===== src/design/lzsd_pkg.sv =====
// ----------------------------------------------------------------------------
// lzsd_pkg
// shared types and constants for the lzss ring decoder
// ----------------------------------------------------------------------------
package lzsd_pkg;

   localparam int HISTORY_SIZE_DEF = 4096;

   localparam logic [11:0] START_POS      = 12'hFEE;
   localparam logic [4:0]  LEN_BIAS       = 5'd3;
   localparam logic [3:0]  FLAGS_PER_BYTE = 4'd8;
   localparam int          LIT_FLAG_BIT   = 7;
   localparam int          LEN_BITS       = 4;

   typedef enum logic [1:0] {
      PH_FLAG,
      PH_DATA,
      PH_SECOND,
      PH_DONE
   } phase_type;

   typedef enum logic [1:0] {
      ST_IDLE,
      ST_DECODE,
      ST_READ,
      ST_WRITE
   } state_type;

   typedef struct packed {
      logic clear;
      logic wr_en;
      logic rd_en;
   } hist_ctl_type;

endpackage


===== src/design/lzsd_ctrl.sv =====
// ----------------------------------------------------------------------------
// lzsd_ctrl
// decode sequencer: flag, literal and reference parsing, copy loop, output register
// ----------------------------------------------------------------------------
module lzsd_ctrl
   import lzsd_pkg::*;
#(
   parameter int HISTORY_SIZE = HISTORY_SIZE_DEF,
   localparam int AW = $clog2(HISTORY_SIZE)
) (
   input  logic          clock,
   input  logic          reset,
   input  logic          req_valid,
   output logic          req_stall,
   input  logic [7:0]    req_in_byte,
   input  logic          req_first,
   input  logic          req_last_in,
   output logic          rsp_valid,
   input  logic          rsp_stall,
   output logic [7:0]    rsp_out_byte,
   output logic          rsp_run_last,
   output logic          rsp_stream_done,
   input  logic          csr_write_en,
   input  logic [23:0]   csr_write_data,
   output hist_ctl_type  hist_ctl,
   output logic [AW-1:0] hist_wr_addr,
   output logic [7:0]    hist_wr_data,
   output logic [AW-1:0] hist_rd_addr,
   input  logic [7:0]    hist_rd_data
);

   state_type     state_ff, state_in;
   phase_type     phase_ff, phase_in;
   logic [7:0]    flag_bits_ff, flag_bits_in;
   logic [3:0]    flags_left_ff, flags_left_in;
   logic [7:0]    ref_first_ff, ref_first_in;
   logic [23:0]   out_count_ff, out_count_in;
   logic [23:0]   out_length_ff, out_length_in;
   logic [AW-1:0] write_pos_ff, write_pos_in;
   logic [AW-1:0] rd_pos_ff, rd_pos_in;
   logic [4:0]    remain_ff, remain_in;
   logic          lit_ff, lit_in;
   logic [7:0]    byte_ff, byte_in;
   logic          first_ff, first_in;
   logic          last_ff, last_in;
   logic          rsp_valid_ff, rsp_valid_in;
   logic [7:0]    rsp_byte_ff, rsp_byte_in;
   logic          rsp_run_last_ff, rsp_run_last_in;
   logic          rsp_done_ff, rsp_done_in;

   logic          req_take;
   logic          slot_free;
   phase_type     eff_phase;
   phase_type     chk_phase;
   logic [23:0]   eff_count;
   logic [23:0]   cnt_next;
   logic          hit;
   logic          more;
   logic [3:0]    flags_left_dec;
   logic [7:0]    emit_byte;

   assign req_stall = (state_ff != ST_IDLE);
   assign req_take  = req_valid && !req_stall;
   assign slot_free = !rsp_valid_ff || !rsp_stall;

   assign eff_phase = first_ff ? PH_FLAG : phase_ff;
   assign eff_count = first_ff ? 24'd0 : out_count_ff;
   assign chk_phase = ((eff_phase != PH_DONE) && (eff_count >= out_length_ff)) ? PH_DONE
                                                                                 : eff_phase;

   assign cnt_next       = out_count_ff + 24'd1;
   assign hit            = (cnt_next == out_length_ff);
   assign more           = !lit_ff && (remain_ff != 5'd1) && !hit;
   assign flags_left_dec = (flags_left_ff != 4'd0) ? flags_left_ff - 4'd1 : 4'd0;
   assign emit_byte      = lit_ff ? byte_ff : hist_rd_data;

   // next state
   always_comb begin
      state_in = state_ff;
      unique case (state_ff)
         ST_IDLE: begin
            if (req_take) begin
               state_in = ST_DECODE;
            end
         end
         ST_DECODE: begin
            priority if ((chk_phase == PH_DATA) && flag_bits_ff[LIT_FLAG_BIT]) begin
               state_in = ST_WRITE;
            end else if (chk_phase == PH_SECOND) begin
               state_in = ST_READ;
            end else begin
               state_in = ST_IDLE;
            end
         end
         ST_READ: begin
            state_in = ST_WRITE;
         end
         ST_WRITE: begin
            if (slot_free) begin
               state_in = more ? ST_READ : ST_IDLE;
            end
         end
         default: begin
            state_in = ST_IDLE;
         end
      endcase
   end

   // datapath and outputs
   always_comb begin
      phase_in        = phase_ff;
      flag_bits_in    = flag_bits_ff;
      flags_left_in   = flags_left_ff;
      ref_first_in    = ref_first_ff;
      out_count_in    = out_count_ff;
      out_length_in   = csr_write_en ? csr_write_data : out_length_ff;
      write_pos_in    = write_pos_ff;
      rd_pos_in       = rd_pos_ff;
      remain_in       = remain_ff;
      lit_in          = lit_ff;
      byte_in         = byte_ff;
      first_in        = first_ff;
      last_in         = last_ff;
      rsp_byte_in     = rsp_byte_ff;
      rsp_run_last_in = rsp_run_last_ff;
      rsp_done_in     = rsp_done_ff;
      rsp_valid_in    = rsp_stall ? rsp_valid_ff : 1'b0;
      hist_ctl        = '0;

      unique case (state_ff)
         ST_IDLE: begin
            if (req_take) begin
               byte_in  = req_in_byte;
               first_in = req_first;
               last_in  = req_last_in;
            end
         end
         ST_DECODE: begin
            hist_ctl.clear = first_ff;
            if (first_ff) begin
               flag_bits_in  = 8'd0;
               flags_left_in = 4'd0;
               ref_first_in  = 8'd0;
               out_count_in  = 24'd0;
               write_pos_in  = AW'(START_POS);
            end
            phase_in = chk_phase;
            unique case (chk_phase)
               PH_FLAG: begin
                  flag_bits_in  = byte_ff;
                  flags_left_in = FLAGS_PER_BYTE;
                  phase_in      = last_ff ? PH_DONE : PH_DATA;
               end
               PH_DATA: begin
                  if (flag_bits_ff[LIT_FLAG_BIT]) begin
                     lit_in = 1'b1;
                  end else begin
                     ref_first_in = byte_ff;
                     phase_in     = last_ff ? PH_DONE : PH_SECOND;
                  end
               end
               PH_SECOND: begin
                  lit_in    = 1'b0;
                  remain_in = {1'b0, ref_first_ff[LEN_BITS-1:0]} + LEN_BIAS;
                  rd_pos_in = AW'({byte_ff, ref_first_ff[7:LEN_BITS]});
               end
               PH_DONE: begin
                  phase_in = PH_DONE;
               end
               default: begin
                  phase_in = PH_DONE;
               end
            endcase
         end
         ST_READ: begin
            hist_ctl.rd_en = 1'b1;
         end
         ST_WRITE: begin
            if (slot_free) begin
               hist_ctl.wr_en  = 1'b1;
               write_pos_in    = write_pos_ff + AW'(1);
               out_count_in    = cnt_next;
               rsp_valid_in    = 1'b1;
               rsp_byte_in     = emit_byte;
               rsp_run_last_in = !more;
               rsp_done_in     = hit;
               if (more) begin
                  rd_pos_in = rd_pos_ff + AW'(1);
                  remain_in = remain_ff - 5'd1;
               end
               priority if (hit) begin
                  phase_in = PH_DONE;
               end else if (!more) begin
                  flag_bits_in  = {flag_bits_ff[6:0], 1'b0};
                  flags_left_in = flags_left_dec;
                  if (last_ff) begin
                     phase_in = PH_DONE;
                  end else begin
                     phase_in = (flags_left_dec != 4'd0) ? PH_DATA : PH_FLAG;
                  end
               end else begin
                  phase_in = phase_ff;
               end
            end
         end
         default: begin
            hist_ctl = '0;
         end
      endcase
   end

   assign hist_wr_addr = write_pos_ff;
   assign hist_wr_data = emit_byte;
   assign hist_rd_addr = rd_pos_ff;

   assign rsp_valid       = rsp_valid_ff;
   assign rsp_out_byte    = rsp_byte_ff;
   assign rsp_run_last    = rsp_run_last_ff;
   assign rsp_stream_done = rsp_done_ff;

   always_ff @(posedge clock) begin
      if (reset) begin
         state_ff      <= ST_IDLE;
         phase_ff      <= PH_FLAG;
         flag_bits_ff  <= 8'd0;
         flags_left_ff <= 4'd0;
         ref_first_ff  <= 8'd0;
         out_count_ff  <= 24'd0;
         out_length_ff <= 24'd0;
         write_pos_ff  <= AW'(START_POS);
         rsp_valid_ff  <= 1'b0;
      end else begin
         state_ff      <= state_in;
         phase_ff      <= phase_in;
         flag_bits_ff  <= flag_bits_in;
         flags_left_ff <= flags_left_in;
         ref_first_ff  <= ref_first_in;
         out_count_ff  <= out_count_in;
         out_length_ff <= out_length_in;
         write_pos_ff  <= write_pos_in;
         rsp_valid_ff  <= rsp_valid_in;
      end
   end

   always_ff @(posedge clock) begin
      rd_pos_ff       <= rd_pos_in;
      remain_ff       <= remain_in;
      lit_ff          <= lit_in;
      byte_ff         <= byte_in;
      first_ff        <= first_in;
      last_ff         <= last_in;
      rsp_byte_ff     <= rsp_byte_in;
      rsp_run_last_ff <= rsp_run_last_in;
      rsp_done_ff     <= rsp_done_in;
   end

endmodule


===== config.mk =====
export PLATFORM = sky130hd
export DESIGN_NAME = lzsd_ctrl
export DESIGN_NICKNAME = d
export VERILOG_FILES = /design/src/design/lzsd_pkg.sv /design/src/design/lzsd_ctrl.sv
export SDC_FILE = /design/constraint.sdc
export NUM_CORES = 1
export LEC_CHECK = 0
export BUFFER_PORTS_ARGS = -buffer_cell sky130_fd_sc_hd__buf_2
export CAP_MARGIN = 40
export CORE_ASPECT_RATIO = 1.4
export CORE_MARGIN = 2
export CORE_UTILIZATION = 58
export DETAILED_ROUTE_END_ITERATION = 7
export PLACE_DENSITY = 0.8
export SLEW_MARGIN = 20
export SYNTH_ARGS = -nofsm -noshare
export SYNTH_HDL_FRONTEND = slang
export SYNTH_SLANG_ARGS = --single-unit

===== constraint.sdc =====
create_clock -name clock -period 5.2 [get_ports clock]
set_clock_uncertainty 0.05 [all_clocks]
set_input_delay 0 -clock clock [delete_from_list [all_inputs] [get_ports clock]]
set_output_delay 0 -clock clock [all_outputs]
set_load 0.005 [all_outputs]

After elaboration in Yosys (flattened, before gate mapping) --
Index checks and enable logic that the tools add are counted.
Storage, ports and cells: register bits 123, logic and storage cells 130, output and inout bits 47, bits of input ports 47
Cells by class: reduce and logical (&&, ||, !) cells 28, order comparisons 1, eq/ne operators 19, mux-type cells 58, $add $sub $neg 6
Operator list (number):
- $mux 8 | 9
- $mux 12 | 5
- $mux 24 | 2
- $pmux 12 s2 | 2
- $pmux 24 s2 | 1
- $mux 2 | 13
- $add 12x1->12 const B | 2
- $add 24x1->24 const B | 1
- $eq 24x24->1 | 1
- $ge 24x24->1 | 1
- $mux 4 | 6
- $ne 2x2->1 const B | 9
- $pmux 8 s2 | 1
- $mux 5 | 3
- $mux 1 | 10
- $pmux 5 s2 | 1
- $reduce_and 3->1 | 3
- $eq 2x2->1 const B | 4
- $pmux 2 s4 | 1
- $pmux 4 s2 | 1
- $reduce_and 2->1 | 4
- $reduce_bool 4->1 | 2
- $logic_not 1->1 | 6
- $pmux 2 s3 | 1
- other kinds (15) | 23

Longest topological paths before layout --
depth in word-level cells 9, mapped depth 14, depth with buffers taken out 11

Worst setup path before layout --
OpenSTA, ideal clock, no wires.
kind flip-flop to flip-flop, from register first_ff, to register rd_pos_ff[0] (netlist: hist_rd_addr[0]) (enable), required time 4673 ps, setup slack 1155 ps, clock period less this slack 4045 ps, data arrival time 3518 ps, cell stages (with the launch flop) 13, path buffers 2, setup time 477 ps, path through edfxtp_1 > clkbuf_1 > clkbuf_1 > nor2b_1 > ha_1 > nand4_1 > nor4_1 > o31ai_1 > and4b_1 > o41ai_1 > nor2_1 > nand3_1 > o21ai_0
Between the ends: longest elaborated chain between the ends 7, elaborated cells between the ends (all ways) 9, those cells by class order compare (1); eq/ne (3); mux (3); reduce/logical (2)
RTL lines:
- start, declared | RTL line lzsd_ctrl.sv:44 | logic first_ff, first_in;
- start signal, assigned | RTL line lzsd_ctrl.sv:250 | first_ff <= first_in;
- $mux 24 or $mux 2 (tied branches)
- $ge 24x24->1 or $ne 2x2->1 (tied branches) | RTL line lzsd_ctrl.sv:68 | assign chk_phase = ((eff_phase != PH_DONE) && (eff_count >= out_length_ff)) ? PH_DONE
- $logic_and 1x1->1 | RTL line lzsd_ctrl.sv:68
- $mux 2 * | RTL line lzsd_ctrl.sv:68
- $eq 2x2->1 * | RTL line lzsd_ctrl.sv:148 | unique case (chk_phase)
- $ne 2x2->1 (no source line) *
- $reduce_and 4->1 (no source line) *
- end signal, assigned | RTL line lzsd_ctrl.sv:246 | rd_pos_ff <= rd_pos_in;
- end, declared | RTL line lzsd_ctrl.sv:40 | logic [AW-1:0] rd_pos_ff, rd_pos_in;
Mark *: on every way between the ends. The rest lies on a longest branch, timed or not. A chain may end at the register's enable or synchronous reset.

Final worst setup path --
from register out_count_ff[0], to register rd_pos_ff[7] (netlist: hist_rd_addr[7]) (enable)
Between the ends: elaborated cells between the ends (all ways) 12, those cells by class add/sub (1); order compare (1); eq/ne (4); mux (2); reduce/logical (4)
RTL lines:
- start, declared | RTL line lzsd_ctrl.sv:37 | logic [23:0] out_count_ff, out_count_in;
- start signal, assigned | RTL line lzsd_ctrl.sv:238 | out_count_ff <= out_count_in;
- $add 24x1->24 | RTL line lzsd_ctrl.sv:71 | assign cnt_next = out_count_ff + 24'd1;
- $eq 24x24->1 | RTL line lzsd_ctrl.sv:72 | assign hit = (cnt_next == out_length_ff);
- named net hit | RTL line lzsd_ctrl.sv:57 | logic hit;
- $logic_not 1->1 | RTL line lzsd_ctrl.sv:73 | assign more = !lit_ff && (remain_ff != 5'd1) && !hit;
- $logic_and 1x1->1 | RTL line lzsd_ctrl.sv:73
- $ne 2x2->1 (no source line)
- $reduce_and 4->1 (no source line)
The timed path passes the listed nets, and every way through them passes these cells.

==> run_results.csv <==
group,metric,value,unit
drt,num_vias,6741,
finish,nets,1022,
floorplanning,die-height,135,µm
clock_network,clk-insertion-delay-late,0.43,ns
clock_network,path_clk_slew,0.06,ns
finish,fin_cells,1105,
drt,wirelength,19700,µm
finish,drive_above_1_share,0.167,
finish,final_core_util,0.728,
run,drv_cap,0,
floorplanning,die_w,97.4,µm
worst_setup_path,path_buf_inv,1,
timing,tightestPinTransition,0.792,ns
yosys,synth-seq-area-share,0.402,
clock_network,cts_buffer_depth,2,
worst_setup_path,cp.required,5.32,ns
yosys,synth_cell_types,64,
placed_design,dp_hpwl,13200,µm
floorplanning,die_area,0.0131,mm²
yosys,syn_inst,823,
yosys,synth_seq_cells,123,
finish,syn_to_final_growth,22.1,%
clock_network,cts_sinks,123,
worst_setup_path,critical_path.cell_chain,"ha_1 -> nand4_4 -> nor4_1 -> nand2_1 -> xnor2_1 -> or4_1 -> nor4_4 -> nand2b_1 -> o21ai_1 -> buf_4",
grt,grt_pass1_vias,6551,
worst_setup_path,crit_family,"simple AND/OR/NAND/NOR gates",
grt,grt_util_all_layers,0.302,
grt,grt.overflow.total,0,
placed_design,pre_cts_slack,1.53,ns
timing,finalMaxSlewViolations,0,
worst_setup_path,slowest_stage,"nor4_1",
floorplanning,io_pins,94,
clock_network,numCtsBuffers,17,
floorplanning,start_util,0.596,
worst_setup_path,crit_path_end_kind,"register",
timing,min_period_over_period,0.710,
placed_design,io_buffers,93,
floorplanning,rows,47,
timing,setup_ws,1.51,ns
placed_design,dp.cells,1028,
timing,hold_viol,0,
placed_design,dpl_cell_area,0.00762,mm²
timing,rsz0062_at_grt,"no",
yosys,synth_edf_count,38,
drt,vias_per_cell,6.10,
clock_network,cts_resized,0,
yosys,synthArstFlopShare,0,
drt,drcViolationCount,0,
clock_network,cts_tree,"done",
worst_setup_path,slowest_delay,0.59,ns
timing,setup_tns,0,ns
grt,grt_pass1_wl,31800,µm
worst_setup_path,worstPathMaxFanout,17,
floorplanning,coreArea,0.0119,mm²
clock_network,htreeDepth,4,
worst_hold_path,hold_class,"in -> reg",
finish,regArea,0.00284,mm²
yosys,postSynthAreaPerCell,8.60,µm²
yosys,syn_nets,900,
timing,min_period,3.69,ns
yosys,syn_area,0.00708,mm²
finish,fillerInstances,891,
outcome,outcome,"completed",
finish,multiInputGateArea,0.00389,mm²
timing,setup_viol,0,
pwr,power.density,279,mW/mm²
timing,slew_headroom,0.472,
worst_setup_path,startpoint_type,"register",
finish,antennaDiodeCount,0,
finish,fin_area,0.00864,mm²
drt,avgRoutedWirePerCell,17.8,µm
worst_setup_path,critPathKind,"reg -> reg",
grt,grt_max_degree,43,
yosys,synth_top_flop_cell,"dfxtp_1",
worst_setup_path,crit_arrival,3.82,ns
clock_network,cts_root_buf,"clkbuf_16",
pwr,p_leak,3.40,nW
placed_design,gp_congestion,1.01,
drt,firstDrtPassIters,5,
pwr,ir_drop,0.000195,V
timing,fmax,271,MHz
grt,antenna_found_initial,0,
drt,drtIter0Drc,483,
drt,drtAntennaViolNets,0,
yosys,yosys_warnings,0,
metrics by stage:
| step | total power, mW | hold WS, ns |
|---|---|---|
| after floorplan | 1.19 | 0.0489 |
| after global placement | 1.25 | 0.130 |
| after detailed placement | 1.26 | 0.128 |
| after CTS | 2.41 | 0.0839 |
| after global routing | 2.48 | 0.114 |
| final | 2.41 | 0.0932 |
state kept, by name (all words and copies together), names as in the netlist, 4 cells and up:
signal	cells
remain_ff	5
out_count_ff	24
hist_rd_addr	12
flags_left_ff	4
ref_first_ff	8
byte_ff	8
flag_bits_ff	8
hist_wr_addr	12
rsp_out_byte	8
out_length_ff	24
routing by layer:
metal | global-route usage | wire [µm] | up-vias
li1 | - | - | 3191
met1 | 0.334 | 7610 | 3149
met2 | 0.542 | 9980 | 325
met3 | 0.0595 | 1180 | 76
met4 | 0.169 | 904 | 0
met5 | 0 | 0 | -
final timing paths:
path              depth (start not counted)                              to                         start  slack [ns]
setup / recovery                         10       hist_rd_addr[7]$_DFFE_PP_  out_count_ff[0]$_SDFFE_PP0P_        1.51
hold / removal                            2  out_length_ff[20]$_SDFFE_PP0P_                         reset        0.09
setup reg to reg                         10       hist_rd_addr[7]$_DFFE_PP_  out_count_ff[0]$_SDFFE_PP0P_        1.51
hold reg to reg                           2    flag_bits_ff[0]$_SDFFE_PP0P_  flag_bits_ff[0]$_SDFFE_PP0P_        0.43
synth_stat cells (3+ instances only):
| master | instances | area (µm²) |
|---|---|---|
| o31ai_1 | 4 | 30.0 |
| mux2i_1 | 28 | 280 |
| buf_1 | 5 | 18.8 |
| or2_2 | 3 | 18.8 |
| o22ai_1 | 3 | 18.8 |
| nand2b_1 | 5 | 31.3 |
| a31oi_1 | 12 | 75.1 |
| nand4_1 | 21 | 131 |
| o41ai_1 | 3 | 26.3 |
| edfxtp_1 | 38 | 1140 |
| o21ai_0 | 41 | 205 |
| or4_1 | 5 | 37.5 |
| a311oi_1 | 8 | 70.1 |
| a21oi_1 | 50 | 250 |
| nor3_1 | 21 | 105 |
| nor2_1 | 77 | 289 |
| nor4_1 | 5 | 31.3 |
| xor2_1 | 29 | 254 |
| inv_1 | 39 | 146 |
| and4_1 | 3 | 26.3 |
| or3_1 | 7 | 43.8 |
| nand3_1 | 38 | 190 |
| buf_2 | 7 | 35.0 |
| nand2_1 | 92 | 345 |
| xnor2_1 | 23 | 201 |
| dfxtp_1 | 85 | 1700 |
| a21o_1 | 6 | 45.0 |
| a211oi_1 | 3 | 22.5 |
| nor2b_1 | 23 | 144 |
| and3_1 | 15 | 93.8 |
| ha_1 | 30 | 375 |
| and2_1 | 6 | 37.5 |
| clkbuf_1 | 32 | 120 |
| mux2_2 | 9 | 101 |
| o211ai_1 | 8 | 60.1 |
report_power, final:
group          leakage, nW  switching, mW  internal, mW
Clock                0.267          0.478         0.665
Combinational         2.09          0.114         0.100
Sequential            1.04         0.0368          1.02
Total                 3.40          0.629          1.78
logic make-up (layout without fill, tap and decap cells):
kind of cell | count (synthesis) | after routing | share of synthesized area
simple gates | 332 | 332 | 0.234
flops | 123 | 123 | 0.402
compound gates | 163 | 163 | 0.144
fa+ha+maj | 30 | 30 | 0.0530
buf+inv | 86 | 221 | 0.0490
xor+xnor | 52 | 52 | 0.0644
mux | 37 | 37 | 0.0539
layout by cell type, fill, tap and decap left out, types with 28 or more instances in the layout:
cell type,netlist,final
edfxtp_1,38,38
a21oi_1,50,50
buf_2,7,94
o21ai_0,41,40
nor2_1,77,77
mux2i_1,28,28
nand3_1,38,38
xor2_1,29,29
ha_1,30,30
inv_1,39,39
nand2_1,92,92
dfxtp_1,85,85
dlygate4sd3_1,0,44
final cells by class:
class                   count  share of cell area
flip-flops and latches    123               0.329
well taps                 147              0.0213
inverters                  40              0.0174
clock inverters            15              0.0164
clock buffers              17              0.0492
repair buffers            149               0.116
multi-input cells         614               0.451
timing repair:
| action | in CTS | in global routing |
|---|---|---|
| buffers inserted | 0 | 0 |
| hold endpoints to repair | 50 | 0 |
| hold buffers | 44 | 0 |
No activity file was read; power rests on OpenSTA's default activity.
